**config.mk**
```make
export PLATFORM = sky130hd
export DESIGN_NAME = lcd_text_cursor_writer_core_flat
export DESIGN_NICKNAME = d
export VERILOG_FILES = /design/src/hdl/lcdw_pkg.sv /design/src/hdl/lcdw_if.sv /design/src/hdl/lcdw_front.sv /design/src/hdl/lcdw_queue.sv /design/src/hdl/lcdw_back.sv /design/src/hdl/lcd_text_cursor_writer_core.sv /design/src/flat_wrapper.sv
export SDC_FILE = /design/constraint.sdc
export NUM_CORES = 1
export LEC_CHECK = 0
export BUFFER_PORTS_ARGS = -buffer_cell sky130_fd_sc_hd__buf_2
export CAP_MARGIN = 10
export CORE_MARGIN = 10
export CORE_UTILIZATION = 30
export DETAILED_ROUTE_END_ITERATION = 10
export SLEW_MARGIN = 20
export SYNTH_ARGS = -nofsm -noshare
export SYNTH_HDL_FRONTEND = slang
export SYNTH_SLANG_ARGS = --single-unit
export TNS_END_PERCENT = 1
```
**constraint.sdc**
```tcl
create_clock -name clk -period 3.6 [get_ports clk]
set_input_delay 0.72 -clock clk [delete_from_list [all_inputs] [get_ports clk]]
set_output_delay 0.72 -clock clk [all_outputs]
set_load 0.005 [all_outputs]
```
**src/hdl/lcdw_pkg.sv**
```systemverilog
`default_nettype none
package lcdw_pkg;

  localparam int unsigned LCDW_QUEUE_DEPTH = 2;
  localparam int unsigned MAX_OPS          = 4;
  localparam int unsigned OP_IDX_W         = $clog2(MAX_OPS);

  localparam logic [7:0]  COL_MAX     = 8'd19;
  localparam logic [7:0]  SPACE_CHAR  = 8'h20;
  localparam logic [7:0]  ROW0_BASE   = 8'h80;
  localparam logic [7:0]  ROW1_BASE   = 8'h90;
  localparam logic [15:0] WIDE_LIMIT  = 16'd128;
  localparam logic [7:0]  FOLD_HIGH   = 8'hFF;
  localparam logic [15:0] FOLD_BASE   = 16'hFFFF;

  typedef enum logic [1:0] {
    CMD_PUT     = 2'd0,
    CMD_RETURN  = 2'd1,
    CMD_SET_POS = 2'd2
  } cmd_t;

  typedef enum logic [1:0] {
    OP_INSTR = 2'd0,
    OP_WRITE = 2'd1,
    OP_READ  = 2'd2
  } op_kind_t;

  typedef struct packed {
    op_kind_t   kind;
    logic [7:0] data;
  } op_t;

  typedef struct packed {
    logic [OP_IDX_W-1:0]  last_idx;
    op_t [MAX_OPS-1:0]    ops;
  } job_t;

  typedef struct packed {
    logic [7:0] col;
    logic [7:0] row;
  } cur_t;

  typedef struct packed {
    logic empty;
    logic full;
    job_t head;
  } q_stat_t;

  function automatic cur_t cur_advance(cur_t c);
    cur_t r;
    r = c;
    r.col = c.col + 8'd1;
    if (r.col > COL_MAX) r.col = 8'd0;
    if (r.col == 8'd0) r.row = {7'd0, ~c.row[0]};
    return r;
  endfunction

  function automatic cur_t cur_normalize(cur_t c);
    cur_t r;
    r = c;
    if (r.col > COL_MAX) r.col = 8'd0;
    r.row = {7'd0, c.row[0]};
    return r;
  endfunction

  function automatic logic [7:0] pos_byte(cur_t c);
    logic [7:0] base;
    base = c.row[0] ? ROW1_BASE : ROW0_BASE;
    return base | {1'b0, c.col[7:1]};
  endfunction

endpackage
`default_nettype wire

```
**src/hdl/lcdw_if.sv**
```systemverilog
`default_nettype none
interface lcdw_in_if;
  logic        valid;
  logic        ready;
  logic [1:0]  cmd;
  logic [15:0] char_code;
  logic [7:0]  read_byte;
  logic [7:0]  new_column;
  logic [7:0]  new_row;

  modport source (output valid, cmd, char_code, read_byte, new_column, new_row,
                  input ready);
  modport sink   (input valid, cmd, char_code, read_byte, new_column, new_row,
                  output ready);
endinterface

interface lcdw_out_if;
  logic       valid;
  logic       ready;
  logic [1:0] op_kind;
  logic [7:0] bus_byte;
  logic       last;

  modport source (output valid, op_kind, bus_byte, last, input ready);
  modport sink   (input valid, op_kind, bus_byte, last, output ready);
endinterface
`default_nettype wire

```
**src/hdl/lcdw_front.sv**
```systemverilog
`default_nettype none
module lcdw_front (
  input  wire logic          clk,
  input  wire logic          rst_n,
  lcdw_in_if.sink            in_ch,
  input  wire logic          q_full,
  output logic               push,
  output lcdw_pkg::job_t     push_job
);
  import lcdw_pkg::*;

  cur_t       cur_r, cur_nxt;
  logic       rp_r, rp_nxt;
  logic [7:0] pc_r, pc_nxt;
  logic       fire;

  assign in_ch.ready = !q_full;
  assign fire        = in_ch.valid && in_ch.ready;

  always_comb begin
    cur_t                c;
    job_t                j;
    logic [15:0]         code;
    logic [OP_IDX_W-1:0] n;
    c      = cur_r;
    j      = '0;
    code   = in_ch.char_code;
    n      = '0;
    push   = 1'b0;
    rp_nxt = rp_r;
    pc_nxt = pc_r;
    if (fire) begin
      unique case (cmd_t'(in_ch.cmd))
        CMD_PUT: begin
          rp_nxt = 1'b0;
          push   = 1'b1;
          if (code > WIDE_LIMIT) begin
            if (c.col[0]) begin
              j.ops[0] = '{kind: OP_WRITE, data: SPACE_CHAR};
              c = cur_advance(c);
              n = OP_IDX_W'(1);
            end
            c = cur_normalize(c);
            j.ops[n] = '{kind: OP_INSTR, data: pos_byte(c)};
            if (code[15:8] == FOLD_HIGH) code = FOLD_BASE - code;
            j.ops[n + OP_IDX_W'(1)] = '{kind: OP_WRITE, data: code[15:8]};
            c = cur_advance(c);
            j.ops[n + OP_IDX_W'(2)] = '{kind: OP_WRITE, data: code[7:0]};
            c = cur_advance(c);
            j.last_idx = n + OP_IDX_W'(2);
          end else begin
            c = cur_normalize(c);
            j.ops[0] = '{kind: OP_INSTR, data: pos_byte(c)};
            if (c.col[0]) begin
              j.ops[1]   = '{kind: OP_READ, data: 8'd0};
              j.last_idx = OP_IDX_W'(1);
              rp_nxt     = 1'b1;
              pc_nxt     = code[7:0];
            end else begin
              j.ops[1]   = '{kind: OP_WRITE, data: code[7:0]};
              j.ops[2]   = '{kind: OP_WRITE, data: SPACE_CHAR};
              j.last_idx = OP_IDX_W'(2);
              c = cur_advance(c);
            end
          end
        end
        CMD_RETURN: begin
          if (rp_r) begin
            rp_nxt     = 1'b0;
            push       = 1'b1;
            c          = cur_normalize(c);
            j.ops[0]   = '{kind: OP_INSTR, data: pos_byte(c)};
            j.ops[1]   = '{kind: OP_WRITE, data: in_ch.read_byte};
            j.ops[2]   = '{kind: OP_WRITE, data: pc_r};
            j.last_idx = OP_IDX_W'(2);
            c = cur_advance(c);
          end
        end
        CMD_SET_POS: begin
          rp_nxt = 1'b0;
          c.col  = in_ch.new_column;
          c.row  = in_ch.new_row;
        end
        default: ;
      endcase
    end
    cur_nxt  = c;
    push_job = j;
  end

  always_ff @(posedge clk) begin
    if (!rst_n) begin
      cur_r <= '0;
      rp_r  <= 1'b0;
      pc_r  <= '0;
    end else begin
      cur_r <= cur_nxt;
      rp_r  <= rp_nxt;
      pc_r  <= pc_nxt;
    end
  end

endmodule
`default_nettype wire

```
**src/hdl/lcdw_queue.sv**
```systemverilog
`default_nettype none
module lcdw_queue #(
  parameter int unsigned DEPTH = lcdw_pkg::LCDW_QUEUE_DEPTH
) (
  input  wire logic            clk,
  input  wire logic            rst_n,
  input  wire logic            push,
  input  wire lcdw_pkg::job_t  push_job,
  input  wire logic            pop,
  output lcdw_pkg::q_stat_t    stat
);
  import lcdw_pkg::*;

  localparam int unsigned AW = (DEPTH > 1) ? $clog2(DEPTH) : 1;
  localparam int unsigned CW = $clog2(DEPTH + 1);

  job_t          mem [DEPTH];
  logic [AW-1:0] wr_ptr_r, wr_ptr_nxt;
  logic [AW-1:0] rd_ptr_r, rd_ptr_nxt;
  logic [CW-1:0] count_r, count_nxt;

  function automatic logic [AW-1:0] ptr_inc(logic [AW-1:0] p);
    return (p == AW'(DEPTH - 1)) ? '0 : p + AW'(1);
  endfunction

  assign stat.empty = (count_r == '0);
  assign stat.full  = (count_r == CW'(DEPTH));
  assign stat.head  = mem[rd_ptr_r];

  always_comb begin
    wr_ptr_nxt = push ? ptr_inc(wr_ptr_r) : wr_ptr_r;
    rd_ptr_nxt = pop  ? ptr_inc(rd_ptr_r) : rd_ptr_r;
    count_nxt  = count_r + CW'(push) - CW'(pop);
  end

  always_ff @(posedge clk) begin
    if (push) mem[wr_ptr_r] <= push_job;
  end

  always_ff @(posedge clk) begin
    if (!rst_n) begin
      wr_ptr_r <= '0;
      rd_ptr_r <= '0;
      count_r  <= '0;
    end else begin
      wr_ptr_r <= wr_ptr_nxt;
      rd_ptr_r <= rd_ptr_nxt;
      count_r  <= count_nxt;
    end
  end

  a_no_overflow: assert property (@(posedge clk) disable iff (!rst_n)
    push |-> !stat.full || pop)
    else $error("push into full queue");

  a_no_underflow: assert property (@(posedge clk) disable iff (!rst_n)
    pop |-> !stat.empty)
    else $error("pop from empty queue");

endmodule
`default_nettype wire

```
**src/hdl/lcdw_back.sv**
```systemverilog
`default_nettype none
module lcdw_back (
  input  wire logic               clk,
  input  wire logic               rst_n,
  input  wire lcdw_pkg::q_stat_t  stat,
  output logic                    pop,
  lcdw_out_if.source              out_ch
);
  import lcdw_pkg::*;

  logic [OP_IDX_W-1:0] idx_r, idx_nxt;
  op_t                 op;
  logic                is_last;
  logic                xfer;

  assign op      = stat.head.ops[idx_r];
  assign is_last = (idx_r == stat.head.last_idx);
  assign xfer    = out_ch.valid && out_ch.ready;
  assign pop     = xfer && is_last;

  assign out_ch.valid    = !stat.empty;
  assign out_ch.op_kind  = op.kind;
  assign out_ch.bus_byte = op.data;
  assign out_ch.last     = is_last;

  always_comb begin
    idx_nxt = idx_r;
    if (xfer) idx_nxt = is_last ? '0 : idx_r + OP_IDX_W'(1);
  end

  always_ff @(posedge clk) begin
    if (!rst_n) idx_r <= '0;
    else        idx_r <= idx_nxt;
  end

  a_idx_in_job: assert property (@(posedge clk) disable iff (!rst_n)
    out_ch.valid |-> idx_r <= stat.head.last_idx)
    else $error("op index past end of job");

  a_idx_restart: assert property (@(posedge clk) disable iff (!rst_n)
    pop |=> idx_r == '0)
    else $error("op index not cleared after job");

endmodule
`default_nettype wire

```
**src/hdl/lcd_text_cursor_writer_core.sv**
```systemverilog
// Character display text writer with a 20x2 cursor.
// in_ch : command transfers (put character, returned display byte, set cursor).
// out_ch: display-bus operations (instruction write, data write, read request);
//         last marks the final operation caused by one input transfer.
// The front end classifies each command and updates the cursor in the cycle
// it is accepted, then queues a job of two to four bus operations. Commands
// that cause nothing queue no job.
// Each job is registered in the queue; its first operation is offered once it
// reaches the head. The back end drives one operation per cycle while out_ch is
// ready; a character takes three or four operations (two for a read request).
// The input takes a command every cycle while the job queue (QDEPTH entries)
// has room. When out_ch stalls, the current operation holds and the queue
// fills; once full, in_ch.ready drops.
// Reset (synchronous, rst_n low): cursor at column 0 row 0, no read pending,
// queue empty.
`default_nettype none
module lcd_text_cursor_writer_core #(
  parameter int unsigned QDEPTH = lcdw_pkg::LCDW_QUEUE_DEPTH
) (
  input  wire logic   clk,
  input  wire logic   rst_n,
  lcdw_in_if.sink     in_ch,
  lcdw_out_if.source  out_ch
);
  import lcdw_pkg::*;

  logic    push;
  job_t    push_job;
  logic    pop;
  q_stat_t stat;

  lcdw_front u_front (
    .clk      (clk),
    .rst_n    (rst_n),
    .in_ch    (in_ch),
    .q_full   (stat.full),
    .push     (push),
    .push_job (push_job)
  );

  lcdw_queue #(.DEPTH(QDEPTH)) u_queue (
    .clk      (clk),
    .rst_n    (rst_n),
    .push     (push),
    .push_job (push_job),
    .pop      (pop),
    .stat     (stat)
  );

  lcdw_back u_back (
    .clk    (clk),
    .rst_n  (rst_n),
    .stat   (stat),
    .pop    (pop),
    .out_ch (out_ch)
  );

endmodule
`default_nettype wire
```
**src/flat_wrapper.sv**
```systemverilog
// flat-port wrapper written by rule: the top's interface ports become plain ports
module lcd_text_cursor_writer_core_flat import lcdw_pkg::*;
#(
  parameter int unsigned QDEPTH = lcdw_pkg::LCDW_QUEUE_DEPTH
)
  (clk, rst_n, in_ch_valid, in_ch_cmd, in_ch_char_code, in_ch_read_byte, in_ch_new_column, in_ch_new_row, in_ch_ready, out_ch_valid, out_ch_op_kind, out_ch_bus_byte, out_ch_last, out_ch_ready);
  lcdw_in_if in_ch_i ();
  lcdw_out_if out_ch_i ();
  input  wire logic clk;
  input  wire logic rst_n;
  input wire logic [$bits(in_ch_i.valid)-1:0] in_ch_valid;
  input wire logic [$bits(in_ch_i.cmd)-1:0] in_ch_cmd;
  input wire logic [$bits(in_ch_i.char_code)-1:0] in_ch_char_code;
  input wire logic [$bits(in_ch_i.read_byte)-1:0] in_ch_read_byte;
  input wire logic [$bits(in_ch_i.new_column)-1:0] in_ch_new_column;
  input wire logic [$bits(in_ch_i.new_row)-1:0] in_ch_new_row;
  output wire logic [$bits(in_ch_i.ready)-1:0] in_ch_ready;
  output wire logic [$bits(out_ch_i.valid)-1:0] out_ch_valid;
  output wire logic [$bits(out_ch_i.op_kind)-1:0] out_ch_op_kind;
  output wire logic [$bits(out_ch_i.bus_byte)-1:0] out_ch_bus_byte;
  output wire logic [$bits(out_ch_i.last)-1:0] out_ch_last;
  input wire logic [$bits(out_ch_i.ready)-1:0] out_ch_ready;
  assign in_ch_i.valid = in_ch_valid;
  assign in_ch_i.cmd = in_ch_cmd;
  assign in_ch_i.char_code = in_ch_char_code;
  assign in_ch_i.read_byte = in_ch_read_byte;
  assign in_ch_i.new_column = in_ch_new_column;
  assign in_ch_i.new_row = in_ch_new_row;
  assign in_ch_ready = in_ch_i.ready;
  assign out_ch_valid = out_ch_i.valid;
  assign out_ch_op_kind = out_ch_i.op_kind;
  assign out_ch_bus_byte = out_ch_i.bus_byte;
  assign out_ch_last = out_ch_i.last;
  assign out_ch_i.ready = out_ch_ready;
  lcd_text_cursor_writer_core #(.QDEPTH(QDEPTH)) u_core (.clk(clk), .rst_n(rst_n), .in_ch(in_ch_i), .out_ch(out_ch_i));
endmodule
```
---- After elaboration in Yosys (flattened, before gate mapping) ----
Memory sizes are Yosys's and may differ from the RTL's. A register that Yosys moved wholly into a read port is not among the register bits.
Index checks and enable logic that the tools add are counted.
operators by class
  add/sub/neg operators ................... 13
  magnitude comparators ................... 15
  equal/unequal tests ..................... 9
  muxes and demuxes ....................... 99
  bitwise operators ....................... 7
  reduce and logical (&&, ||, !) cells .... 22
operators with widths
  kind                                                                    count
  8-bit 2-to-1 mux                                                        38
  16-bit 2-to-1 mux                                                       11
  40-bit bitwise mux                                                      3
  10-bit 2-to-1 mux                                                       10
  10-bit demux with 2-bit select                                          3
  30-bit one-hot mux with 2 select lines                                  1
  8-bit by 5-bit > comparator with 1-bit output (second input constant)   7
  16-bit one-hot mux with 3 select lines                                  1
  42-bit 2-to-1 mux                                                       1
  8-bit by 1-bit adder with 8-bit output (second input constant)          5
  8-bit zero test                                                         5
  30-bit 2-to-1 mux                                                       1
  29-bit 2-to-1 mux                                                       1
  8-bit by 7-bit bitwise OR with 8-bit output                             3
  10-bit binary-select mux with 2-bit select                              1
  9-bit 2-to-1 mux                                                        2
  16-bit by 8-bit > comparator with 1-bit output (second input constant)  1
  16-bit subtractor (first input constant)                                1
  1-bit 2-to-1 mux                                                        14
  2-bit 2-to-1 mux                                                        7
  2-bit by 3-bit < comparator with 1-bit output (second input constant)   4
  5-bit 2-to-1 mux                                                        2
  8-bit equality test (second input constant)                             1
  2-bit by 1-bit >= comparator with 1-bit output (second input constant)  3
  other kinds (23)                                                        39
storage, ports and cells
  register bits after elaboration ......... 31
  RAM bits ................................ 84
  output and inout port bits .............. 13
  logic and storage cells ................. 175
  memories ................................ 1
memories
  memory              depth  width  rd ports  clocked after Yosys merged registers in  write ports  line              RTL
  u_core.u_queue.mem  2      42     1         1                                        1            lcdw_queue.sv:17  job_t mem [DEPTH];

---- Longest topological paths before layout ----
  depth after elaboration ................. 34
  mapped depth ............................ 16

---- Modules after synthesis ----
From an unflattened synthesis, not the netlist that was laid out.
second synthesis, totals
  cells, all modules ...................... 625
  area total of the unflattened synthesis .. 6895.4 um^2
by module, submodules not included
  module      instances  cells an instance  area each (um^2)
  lcdw_queue  1          152                3462.1
  lcdw_front  1          445                3024.2
  lcdw_back   1          28                 409.1

---- Worst setup path after synthesis ----
OpenSTA, ideal clock, no wires.
  path type ............................... input to register
  start point ............................. input port in_ch_cmd[1]
  end point ............................... memory u_core.u_queue.mem[0][0] in the netlist's numbering (enable)
  setup time .............................. 435 ps
  data arrival time ....................... 3140 ps
  path slack .............................. 25 ps
  stages .................................. 6
  path buffers ............................ 1
  cells stage by stage .................... inv_1 -> ha_1 -> clkbuf_1 -> and2_1 -> o21ai_0 -> nor2_1
on the way
  word-level cells in the longest chain between the ends .. 5
  elaborated cells between the ends (all ways) .. 6
  those cells by class .................... eq/ne (1); mux (4); reduce/logical (1)
ends and longest elaborated chain
  what                                                                               line                RTL
  start: declaration                                                                 flat_wrapper.sv:12  input wire logic [$bits(in_ch_i.cmd)-1:0] in_ch_cmd;
  2-bit by 1-bit equality test with 1-bit output or 2-bit zero test (tied branches)  lcdw_front.sv:33    unique case (cmd_t'(in_ch.cmd))
  1-bit one-hot mux with 2 select lines *                                            lcdw_front.sv:33
  1-bit 2-to-1 mux *                                                                 lcdw_front.sv:32    if (fire) begin
  1-bit 2-to-1 mux *                                                                 lcdw_queue.sv:37    if (push) mem[wr_ptr_r] <= push_job;
  1-bit 2-to-1 mux (not written as such) *                                           lcdw_queue.sv:37
  end: declaration                                                                   lcdw_queue.sv:17
Mark *: on every way between the ends. The rest lies on a longest branch, timed or not.

---- Worst setup path in the final report ----
  start point ............................. register u_core.u_front.cur_r[9] in the netlist's numbering
  end point ............................... register u_core.u_front.cur_r[0] in the netlist's numbering
on the way
  word-level cells in the longest chain between the ends .. 32
  elaborated cells between the ends (all ways) .. 68
  those cells by class .................... add/sub (5); order compare (7); eq/ne (3); mux (45); bitwise (2); reduce/logical (6)
ends and longest elaborated chain
  what                                           line              RTL
  start: declaration                             lcdw_front.sv:12  cur_t cur_r, cur_nxt;
  start signal: assignment                       lcdw_front.sv:97  cur_r <= cur_nxt;
  8-bit by 1-bit adder with 8-bit output         lcdw_pkg.sv:52    r.col = c.col + 8'd1;
  8-bit by 5-bit > comparator with 1-bit output  lcdw_pkg.sv:53    if (r.col > COL_MAX) r.col = 8'd0;
  8-bit 2-to-1 mux                               lcdw_pkg.sv:53
  8-bit 2-to-1 mux                               lcdw_front.sv:38  if (c.col[0]) begin
  8-bit 2-to-1 mux                               lcdw_front.sv:37  if (code > WIDE_LIMIT) begin
  8-bit 2-to-1 mux                               lcdw_front.sv:33
  8-bit 2-to-1 mux                               lcdw_front.sv:32
  16-bit 2-to-1 mux                              lcdw_front.sv:38
  [16 not listed]                                --
  8-bit 2-to-1 mux                               lcdw_pkg.sv:53
  8-bit 2-to-1 mux                               lcdw_front.sv:37
  8-bit 2-to-1 mux                               lcdw_front.sv:33
  8-bit 2-to-1 mux                               lcdw_front.sv:32
  8-bit zero test                                lcdw_pkg.sv:54    if (r.col == 8'd0) r.row = {7'd0, ~c.row[0]};
  8-bit 2-to-1 mux                               lcdw_pkg.sv:54
  16-bit 2-to-1 mux                              lcdw_front.sv:37
  16-bit one-hot mux with 3 select lines         lcdw_front.sv:33
Parallel ways exist; a longest one is shown, timed or not. The select of a mux whose other input is x is not followed.
A chain may end at the register's enable or synchronous reset.

==> out/metrics.yaml <==
drive_gt1_frac: 0.226
rows: 50
fin_crit_ns: 3.34
crit_start: "u_core.u_front.cur_r[9]$_SDFFE_PN0P_"
ir_worst_vdd_mv: 0.203
die_w_um: 159
h-tree-depth: 3
first_global_vias: 4520
hp-class: "flip-flop to flip-flop"
routabilityCongestion: 0.890
dieArea_mm2: 0.0252
ant_nets: 0
netlist_area_mm2: 0.00579
synth.area.top_cells: "edfxtp_1 (39%), dfxtp_1 (8.6%), mux4_2 (6.6%)"
timing_hold_violations_final: 0
maxCapViolations: 0
synth-seq-area-share: 0.481
end_kind: "flip-flop"
final_cell_area_mm2: 0.00677
synth_top_area_share: 0.394
nFillCells: 1872
start_kind: "flip-flop"
area_growth_pct: 17.0
diodes: 0
drc: 0
synth_edf_count: 76
holdWs_ns: 0.495
grt_max_degree: 43
ys_ff_latch: 101
ys_types: 71
seqCellArea_mm2: 0.00279
fmaxAchievable_mhz: 300
yosysTopAreaCell: "edfxtp_1"
finalPower_mw: 2.74
crit_type: "flip-flop to flip-flop"
synthCells: 549
clk_pin_slew_ns: 0.07
setup_violations: 0
async_reset_ff_frac: 0
cts_sinks: 101
die-height_um: 159
start_util: 0.307
via_per_inst: 5.28
max-slew-margin-rel: 0.461
dp_hpwl_mm: 11.2
clk_latency_ns: 0.35
grt_pass1_wl_mm: 24.8
multiInputGateArea_mm2: 0.00283
grt_setup_unrepaired: "no"
tns_ns: 0
outcome: "completed"
clockBufferDepth: 2
placed_area_mm2: 0.00644
powerDensity_mw_per_mm2: 405
synth_ff_type: "edfxtp_1"
cp_data_arrival_time_ns: 3.57
port_buffers: 51
required_ns: 3.83
syn_avg_cell_area_um2: 10.5
nNetsFinal: 662
first_pass_iters: 5
wl_per_cell_um: 18.0
wl_mm: 15.6
antenna_found_initial: 0
ys_warn_count: 0
finalClockSkew_ns: 0.00948
io_pins: 59
cts_root_buf: "clkbuf_16"
fin_crit_sh: 0.927
grt-ovfl-total: 0
cts_inserted_buffers: 9
worst_pin_slew_ns: 0.801
core-area_mm2: 0.0188
drv_slew: 0
track_usage: 0.121
p_leak_nw: 2.31
min_from: "u_core.u_front.pc_r[7]$_SDFFE_PN0P_"
vias: 4575
fin_cells: 867
r2r_start: "u_core.u_front.cur_r[9]$_SDFFE_PN0P_"
dp_cells: 851
cts_tree: "done"
drt_iter0_markers: 435
critPathMaxFanout: 16
-- worst paths after layout --
path / to / slack, ns / depth (start not counted)
max: u_core.u_front.cur_r[0]$_SDFFE_PN0P_ / 0.26 / 16
max reg2reg: u_core.u_front.cur_r[0]$_SDFFE_PN0P_ / 0.26 / 16
min: u_core.u_front.pc_r[7]$_SDFFE_PN0P_ / 0.50 / 2
min reg2reg: u_core.u_front.pc_r[7]$_SDFFE_PN0P_ / 0.50 / 2
-- worst max-delay path: stages (launching register included) --
cell and delay, ns:
dfxtp_1 0.33, buf_4 0.21, ha_1 0.27, or3_1 0.13, o31ai_1 0.08, or2_2 0.32
nand4b_1 0.14, a21oi_1 0.09, ha_1 0.43, inv_1 0.12, ha_1 0.32, nand2_1 0.09
xnor2_1 0.08, o21a_1 0.11, a31oi_1 0.20, nand4_1 0.13, nor3b_1 0.16
-- flip-flops by register name, summed over array words and instances, names as in the netlist, named ones only --
register,count
u_core.u_queue.count_r,2
u_core.u_queue.mem,76
u_core.u_front.cur_r,9
u_core.u_queue.rd_ptr_r,1
u_core.u_queue.wr_ptr_r,1
u_core.u_front.rp_r,1
u_core.u_front.pc_r,8
u_core.u_back.idx_r,2
-- logic make-up (layout without fill, tap and decap cells) --
logic type	Yosys count	count (layout)	synth area share
flip-flops	101	101	0.481
AND/OR/NAND/NOR	188	188	0.162
adder cells (fa/ha/maj)	14	14	0.0303
other	2	5	0.00130
XOR/XNOR	17	17	0.0257
AO/OA/AOI/OAI	133	133	0.157
buffers and inverters	55	110	0.0368
multiplexers	39	39	0.106
-- final cells by class --
cell class | count | share of cell area
well taps | 260 | 0.0481
repair buffers | 78 | 0.0676
multi-input cells | 396 | 0.417
flip-flops and latches | 101 | 0.411
clock buffers | 9 | 0.0333
inverters | 16 | 0.00887
clock inverters | 7 | 0.0135
-- cell usage in the layout, fill, tap and decap left out, drive strengths merged, types with 7 or more instances in the layout --
cell type / instances
nand2: 48
dfxtp: 25
o211ai: 7
mux4: 17
inv: 18
mux2i: 12
nand4: 13
nor2: 50
ha: 14
a32oi: 7
a31oi: 9
xnor2: 16
buf: 78
nor2b: 9
edfxtp: 76
mux2: 10
a21oi: 26
clkbuf: 9
and2: 10
nor3: 12
o21ai: 29
a21boi: 9
nand3: 15
-- through the flow --
step / utilization / worst slack (ns)
2_1_floorplan: - / 0.0246
3_3_place_gp: 0.342 / 0.323
3_5_place_dp: 0.342 / 0.180
4_1_cts: 0.359 / 0.145
5_1_grt: 0.360 / 0.00628
6_report: 0.360 / 0.263
-- synthesized netlist by cell type (all sizes together), types with 5 or more instances --
cell type / count
inv: 15
ha: 14
a32oi: 7
buf: 14
nand2b: 5
or2: 5
and2: 10
a21oi: 26
nand3: 15
nor2b: 9
nor3b: 5
o21ai: 29
nand2: 48
mux2: 10
a21boi: 9
dfxtp: 25
o211ai: 7
edfxtp: 76
nor2: 50
a22oi: 6
mux4: 17
nand4: 13
xnor2: 16
nor3: 12
clkbuf: 25
mux2i: 12
a31oi: 9
-- routing by layer --
metal / GRT usage / part of all wire / vias to the layer above
li1: - / - / 2166
met1: 0.165 / 0.46 / 2247
met2: 0.191 / 0.47 / 150
met3: 0.0232 / 0.060 / 12
met4: 0.0312 / 0.0094 / 0
met5: 0 / 0 / -
-- repair_timing --
action | 4_1_cts | 5_1_grt
setup endpoints to repair | 0 | 1
setup buffers | 0 | 0
resized for setup | 0 | 3
hold buffers | 0 | 0
-- report_power, final --
| part | internal (mW) | switching, mW |
|---|---|---|
| sequential | 1.27 | 0.0196 |
| combinational | 0.177 | 0.254 |
| clock | 0.556 | 0.462 |
| total | 2.00 | 0.735 |
Power figures use the tool's default switching activity.
